### config.mk
export PLATFORM = sky130hd
export DESIGN_NAME = ratgcd_useq
export DESIGN_NICKNAME = d
export VERILOG_FILES = /design/src/rtl/ratgcd_pkg.sv /design/src/rtl/ratgcd_useq.sv
export SDC_FILE = /design/constraint.sdc
export NUM_CORES = 1
export LEC_CHECK = 0
export ABC_AREA = 1
export BUFFER_PORTS_ARGS = -buffer_cell sky130_fd_sc_hd__buf_2
export CAP_MARGIN = 10
export CORE_MARGIN = 5
export CORE_UTILIZATION = 30
export DETAILED_ROUTE_END_ITERATION = 6
export REMOVE_ABC_BUFFERS = 1
export SYNTH_ARGS = -nofsm -noshare
export SYNTH_HDL_FRONTEND = slang
export SYNTH_SLANG_ARGS = --single-unit
### constraint.sdc
create_clock -name i_clk -period 2.1 [get_ports i_clk]
set_clock_uncertainty 0.05 [all_clocks]
set_input_delay 0.315 -clock i_clk [delete_from_list [all_inputs] [get_ports i_clk]]
set_output_delay 0.315 -clock i_clk [all_outputs]
set_load 0.01 [all_outputs]
### src/rtl/ratgcd_pkg.sv
// Shared types, constants and the microcode program for the rational arithmetic core.
// Depends on nothing; every other file in this folder imports it.

package ratgcd_pkg;

    localparam int IN_W   = 32;          // width of an operand port
    localparam int OPD_W  = IN_W + 1;    // operand after sign extension, room for negation
    localparam int PROD_W = 2 * OPD_W;   // full product of two operands
    localparam int MAG_W  = 64;          // result words and magnitudes
    localparam int K_W    = 6;           // count of common factors of two
    localparam int CNT_W  = 6;           // bit counter of the divider, one step per quotient bit
    localparam int PC_W   = 5;           // microprogram counter

    typedef logic [1:0]      t_cmd;
    typedef logic [4:0]      t_op;
    typedef logic [3:0]      t_cond;
    typedef logic [PC_W-1:0] t_pc;

    localparam t_cmd CMD_ADD = 2'd0;
    localparam t_cmd CMD_SUB = 2'd1;
    localparam t_cmd CMD_MUL = 2'd2;
    localparam t_cmd CMD_DIV = 2'd3;

    // Datapath operations, one per control word.
    localparam t_op OP_LOAD    = 5'd0;
    localparam t_op OP_NOP     = 5'd1;
    localparam t_op OP_MUL_LHS = 5'd2;
    localparam t_op OP_MUL_RHS = 5'd3;
    localparam t_op OP_CMP     = 5'd4;
    localparam t_op OP_MUL_T1  = 5'd5;
    localparam t_op OP_MUL_T2  = 5'd6;
    localparam t_op OP_SUM     = 5'd7;
    localparam t_op OP_MAG     = 5'd8;
    localparam t_op OP_TWOS    = 5'd9;
    localparam t_op OP_GCD     = 5'd10;
    localparam t_op OP_DSET    = 5'd11;
    localparam t_op OP_DIV     = 5'd12;
    localparam t_op OP_RES     = 5'd13;
    localparam t_op OP_ZERO    = 5'd14;
    localparam t_op OP_ERR     = 5'd15;
    localparam t_op OP_OUT     = 5'd16;

    // Jump conditions. A taken jump loads the target, otherwise the counter steps by one.
    localparam t_cond C_NEVER     = 4'd0;
    localparam t_cond C_ALWAYS    = 4'd1;
    localparam t_cond C_NO_START  = 4'd2;
    localparam t_cond C_DEN_ZERO  = 4'd3;
    localparam t_cond C_XD_ZERO   = 4'd4;
    localparam t_cond C_NUM_ZERO  = 4'd5;
    localparam t_cond C_BOTH_EVEN = 4'd6;
    localparam t_cond C_GCD_BUSY  = 4'd7;
    localparam t_cond C_DIV_MORE  = 4'd8;
    localparam t_cond C_OUT_BUSY  = 4'd9;

    // Program addresses.
    localparam t_pc P_IDLE = 5'd0;
    localparam t_pc P_LHS  = 5'd1;
    localparam t_pc P_RHS  = 5'd2;
    localparam t_pc P_CMP  = 5'd3;
    localparam t_pc P_T1   = 5'd4;
    localparam t_pc P_T2   = 5'd5;
    localparam t_pc P_SUM  = 5'd6;
    localparam t_pc P_MAG  = 5'd7;
    localparam t_pc P_ZCHK = 5'd8;
    localparam t_pc P_TWOS = 5'd9;
    localparam t_pc P_GCD  = 5'd10;
    localparam t_pc P_DSET = 5'd11;
    localparam t_pc P_DIV  = 5'd12;
    localparam t_pc P_RES  = 5'd13;
    localparam t_pc P_ZERO = 5'd14;
    localparam t_pc P_ERR  = 5'd15;
    localparam t_pc P_OUT  = 5'd16;
    localparam t_pc P_END  = 5'd17;

    typedef struct packed {
        t_op   op;
        t_cond cond;
        t_pc   target;
    } t_uword;

    typedef struct packed {
        logic den_zero;
        logic xd_zero;
        logic num_zero;
        logic both_even;
        logic gcd_busy;
        logic div_more;
    } t_dp_stat;

    typedef struct packed {
        logic signed [MAG_W-1:0] num;
        logic signed [MAG_W-1:0] den;
        logic                    less;
        logic                    equal;
        logic                    error;
    } t_result;

    // The microprogram.
    function automatic t_uword ucode(input t_pc pc);
        t_uword w;
        case (pc)
            P_IDLE:  w = '{OP_LOAD,    C_NO_START,  P_IDLE};
            P_LHS:   w = '{OP_MUL_LHS, C_DEN_ZERO,  P_ERR};
            P_RHS:   w = '{OP_MUL_RHS, C_NEVER,     P_IDLE};
            P_CMP:   w = '{OP_CMP,     C_XD_ZERO,   P_ERR};
            P_T1:    w = '{OP_MUL_T1,  C_NEVER,     P_IDLE};
            P_T2:    w = '{OP_MUL_T2,  C_NEVER,     P_IDLE};
            P_SUM:   w = '{OP_SUM,     C_NEVER,     P_IDLE};
            P_MAG:   w = '{OP_MAG,     C_NEVER,     P_IDLE};
            P_ZCHK:  w = '{OP_NOP,     C_NUM_ZERO,  P_ZERO};
            P_TWOS:  w = '{OP_TWOS,    C_BOTH_EVEN, P_TWOS};
            P_GCD:   w = '{OP_GCD,     C_GCD_BUSY,  P_GCD};
            P_DSET:  w = '{OP_DSET,    C_NEVER,     P_IDLE};
            P_DIV:   w = '{OP_DIV,     C_DIV_MORE,  P_DIV};
            P_RES:   w = '{OP_RES,     C_ALWAYS,    P_OUT};
            P_ZERO:  w = '{OP_ZERO,    C_ALWAYS,    P_OUT};
            P_ERR:   w = '{OP_ERR,     C_NEVER,     P_IDLE};
            P_OUT:   w = '{OP_OUT,     C_OUT_BUSY,  P_OUT};
            P_END:   w = '{OP_NOP,     C_ALWAYS,    P_IDLE};
            default: w = '{OP_NOP,     C_ALWAYS,    P_IDLE};
        endcase
        return w;
    endfunction

endpackage

### src/rtl/ratgcd_useq.sv
// Microprogram sequencer: program counter, control store lookup and jump conditions.
// Depends on ratgcd_pkg for the control word layout and the program.

module ratgcd_useq (
    input  logic                 i_clk,
    input  logic                 i_rst_n,
    input  logic                 i_start,
    input  logic                 i_out_busy,
    input  ratgcd_pkg::t_dp_stat i_stat,
    output ratgcd_pkg::t_op      o_op
);
    import ratgcd_pkg::*;

    t_pc    r_pc;
    t_pc    n_pc;
    t_uword uw;
    logic   taken;

    assign uw   = ucode(r_pc);
    assign o_op = uw.op;

    always_comb begin
        case (uw.cond)
            C_NEVER:     taken = 1'b0;
            C_ALWAYS:    taken = 1'b1;
            C_NO_START:  taken = !i_start;
            C_DEN_ZERO:  taken = i_stat.den_zero;
            C_XD_ZERO:   taken = i_stat.xd_zero;
            C_NUM_ZERO:  taken = i_stat.num_zero;
            C_BOTH_EVEN: taken = i_stat.both_even;
            C_GCD_BUSY:  taken = i_stat.gcd_busy;
            C_DIV_MORE:  taken = i_stat.div_more;
            C_OUT_BUSY:  taken = i_out_busy;
            default:     taken = 1'b1;
        endcase
        n_pc = taken ? uw.target : r_pc + 1'b1;
    end

    always_ff @(posedge i_clk) begin
        if (!i_rst_n) begin
            r_pc <= P_IDLE;
        end else begin
            r_pc <= n_pc;
        end
    end

endmodule

==> qor.txt <==
Combinational family with the most area after synthesis -> simple AND/OR/NAND/NOR gates
Fraction of final layout cells with drive strength greater than 1 -> 0.3254
Count of hold-fix buffers inserted at cts -> 0
Initial DRC Count -> 43
Kind of critical path -> flip-flop to flip-flop
First-pass iteration count of the detailed router -> 5
Setup violation total in the final timing report -> 0
Basic-gate share of the synthesized area counting and, or, nand and nor cells -> 0.3498
Global-route congestion overflow total -> 0
Last weighted congestion value of the routability-driven placer -> 0.8161
FP Rows -> 22
Combined flip-flop and latch cell area -> 385.4 um2
Required time of the critical path -> 2.24 ns
RSZ-0062 raised after global routing -> true
Maximum achievable frequency -> 0.5116 GHz
Maxcap violations -> 0
Mux contribution to synthesized area -> 0
Average vias per placed instance -> 4.401
Final Slew Violations -> 0
Antenna violations before repair -> 0
Area of the mapped netlist -> 1141 um2
Worst R2R Path Depth -> 16
Area of the multi-input gates -> 631.9 um2
Cell area reported after detailed placement -> 1294 um2
Number of global-route vias before repair -> 829
Average wire length per cell after detail routing -> 10.16 um
Period Utilization, post-route -> 0.9308
Sort of element at the end of the critical path -> flip-flop
Total half-perimeter wirelength after legalization and detailed placement -> 1777 um
Outcome -> finished clean
Kind of launch point of the worst setup path -> flip-flop
Critical path data arrival time -> 2.09 ns
Core area -> 3661 um2
Cell count after placement -> 213
Level count of the clock H-tree -> 1
Number of non-filler instances in the completed layout -> 217
Number of routed nets with antenna violations -> 0
Hold WC Path Type -> primary input to flip-flop
Total leakage power -> 0.7084 nW
Number of CTS-inserted buffers -> 3
Complex-gate fraction of the synthesized area -> 0.07456
CTS clk-pin slew, worst paths -> 0.07 ns
Global Route Usage Sum -> 0.08965
Transition time at the pin with the least slew margin -> 0.1997 ns
Post-synthesis sequential area ratio -> 0.3333
Antenna diode instance count -> 0
Count of endpoints failing hold in the final timing report -> 0
Average cell area after synthesis -> 7.763 um2
Buffers inserted during post-CTS setup optimization -> 0
Critical R2R Capture -> uw[3]
Final critical delay including setup and external delays -> 1.955 ns
TritonCTS clock tree -> done
Clk buf depth -> 2
Max_slew headroom -> 0.8667
Die span in y -> 71.68 um
Endpoint of the worst setup timing path -> uw[3]
Cts repair resizes -> 0
Library cell used as clock root buffer -> sky130_fd_sc_hd__clkbuf_8
Xor/xnor cell area share of the yosys netlist -> 0.02303
Number of buffers inserted by port buffering -> 14
Finished layout cell area -> 1366 um2
Vias -> 955
Number of filler cells placed in the layout -> 392
First-pass GRT wire length -> 3698 um
Clock sink count -> 19
Count of unique library cells instantiated by Yosys -> 28
Detailed Route WL -> 2204 um
Min Hold Slack -> 0.4229 ns
Final Net Count -> 188
Pin count of the biggest net entering global routing -> 13
Post-synthesis register bit count -> 19
Start point of the critical path -> uw[6]
Instance count of the mapped netlist -> 147
Later-pin clock latency in the skew report -> 0.25 ns
Area delta synth->final -> 19.74%
IO Pins -> 15
Source of the worst register-to-register timing path -> uw[6]
Starting density of the core -> 0.3117
Die span in x -> 71.68 um
Yosys warning total -> 0
Die Area -> 5137 um2
Flop-to-flop setup slack -> 0.15 ns
Critical path fanouts, max -> 5
Synthesized-area fraction occupied by adder cells -> 0.08772
Residual DRC -> 0
Peak VDD IR -> 0.5295 mV
Power density over cell area -> 1902 nW/um2
[worst max-delay path: stages, from the launching register on]
cell and delay (ns):
sky130_fd_sc_hd__dfxtp_2 0.34, sky130_fd_sc_hd__inv_1 0.08, sky130_fd_sc_hd__nand2_1 0.05, sky130_fd_sc_hd__nand2_1 0.05, sky130_fd_sc_hd__nand2_1 0.04, sky130_fd_sc_hd__nand2_1 0.09, sky130_fd_sc_hd__nand2_4 0.06, sky130_fd_sc_hd__nand2_4 0.09
sky130_fd_sc_hd__inv_2 0.04, sky130_fd_sc_hd__or2_2 0.29, sky130_fd_sc_hd__nand3_4 0.09, sky130_fd_sc_hd__buf_4 0.12, sky130_fd_sc_hd__ha_2 0.21, sky130_fd_sc_hd__nand2_1 0.07, sky130_fd_sc_hd__nand2_1 0.06, sky130_fd_sc_hd__nand2_1 0.05
sky130_fd_sc_hd__a21oi_2 0.11
[state kept, by name, summed over array words and instances, names as in the netlist]
name / cells
r_pc: 5
uw: 14
[how the worst min path moves through the flow]
stage	to	cells after the start	slack, ns	from
after global placement	r_pc[0]	4	0.50	uw[0]
after CTS	r_pc[0]	3	0.38	i_rst_n
final	r_pc[2]	3	0.42	i_rst_n
after detailed placement	r_pc[0]	4	0.50	uw[0]
after floorplan	r_pc[0]	2	0.43	i_rst_n
after global routing	r_pc[2]	3	0.44	i_rst_n
[per-layer routing]
layer,routed length [um],GRT usage,share of wire,vias up
li1,-,-,-,499
met1,998,0.1095,0.45,431
met3,105,0.01543,0.048,2
met2,1074,0.1571,0.49,23
met4,26,0.03132,0.012,0
met5,0,0,0,-
[cell type report]
cell class,count,area share
clock buffer,3,0.03022
clock inverter,1,0.003663
inverter,22,0.06593
multi-input combinational,99,0.4625
sequential,19,0.2821
tap,48,0.04396
timing repair buffer,25,0.1117
[synth_stat cells (all sizes together)]
cell     n  area (um2)
or2      3       18.77
a21oi   10       65.07
nand4    1       6.260
nand3   20       137.6
nand2   43       188.9
clkinv   1       8.760
dfxtp   19       380.4
o21ai    2       10.00
nand3b   2       15.01
ha       8       100.1
buf      7       60.05
inv     21       81.33
nor2     6       32.53
xor2     3       26.28
o211a    1       10.01
[through the flow]
| stage | power [mW] | worst slack (ns) | utilization | setup TNS (ns) |
|---|---|---|---|---|
| after CTS | 2.554 | 0.02163 | 0.3660 | 0 |
| after global placement | 2.299 | 0.07921 | 0.3534 | 0 |
| final | 2.599 | 0.1453 | 0.3732 | 0 |
| after global routing | 2.849 | -0.007001 | 0.3732 | -0.007001 |
| after floorplan | 1.772 | 0.1477 | - | 0 |
| after detailed placement | 2.296 | 0.04017 | 0.3534 | 0 |
[report_power, final]
group | leakage (nW) | switching, mW | internal (mW)
Sequential | 0.158 | 0.0762 | 0.538
Clock | 0.0255 | 0.114 | 0.131
Combinational | 0.525 | 1.03 | 0.707
[logic make-up after synthesis]
logic type               Yosys count
buffers and inverters             29
XOR/XNOR                           3
AO/OA/AOI/OAI                     13
AND/OR/NAND/NOR                   75
adder cells (fa/ha/maj)            8
flip-flops                        19
[layout by cell type (no fill, tap or decap), types with 2 or more instances in the layout]
master,n
sky130_fd_sc_hd__nand2_4,3
sky130_fd_sc_hd__inv_1,17
sky130_fd_sc_hd__xor2_1,3
sky130_fd_sc_hd__ha_1,6
sky130_fd_sc_hd__clkbuf_8,3
sky130_fd_sc_hd__nand3_2,4
sky130_fd_sc_hd__nand2_2,2
sky130_fd_sc_hd__a21oi_2,2
sky130_fd_sc_hd__dfxtp_1,17
sky130_fd_sc_hd__nand2_1,38
sky130_fd_sc_hd__buf_4,11
sky130_fd_sc_hd__nor2_4,2
sky130_fd_sc_hd__ha_2,2
sky130_fd_sc_hd__nand3_4,2
sky130_fd_sc_hd__a21oi_1,7
sky130_fd_sc_hd__buf_2,14
sky130_fd_sc_hd__nand3_1,14
sky130_fd_sc_hd__or2_1,2
sky130_fd_sc_hd__nor2_1,4
sky130_fd_sc_hd__inv_2,3
sky130_fd_sc_hd__nand3b_1,2
No activity file was read; power rests on OpenSTA's default activity.
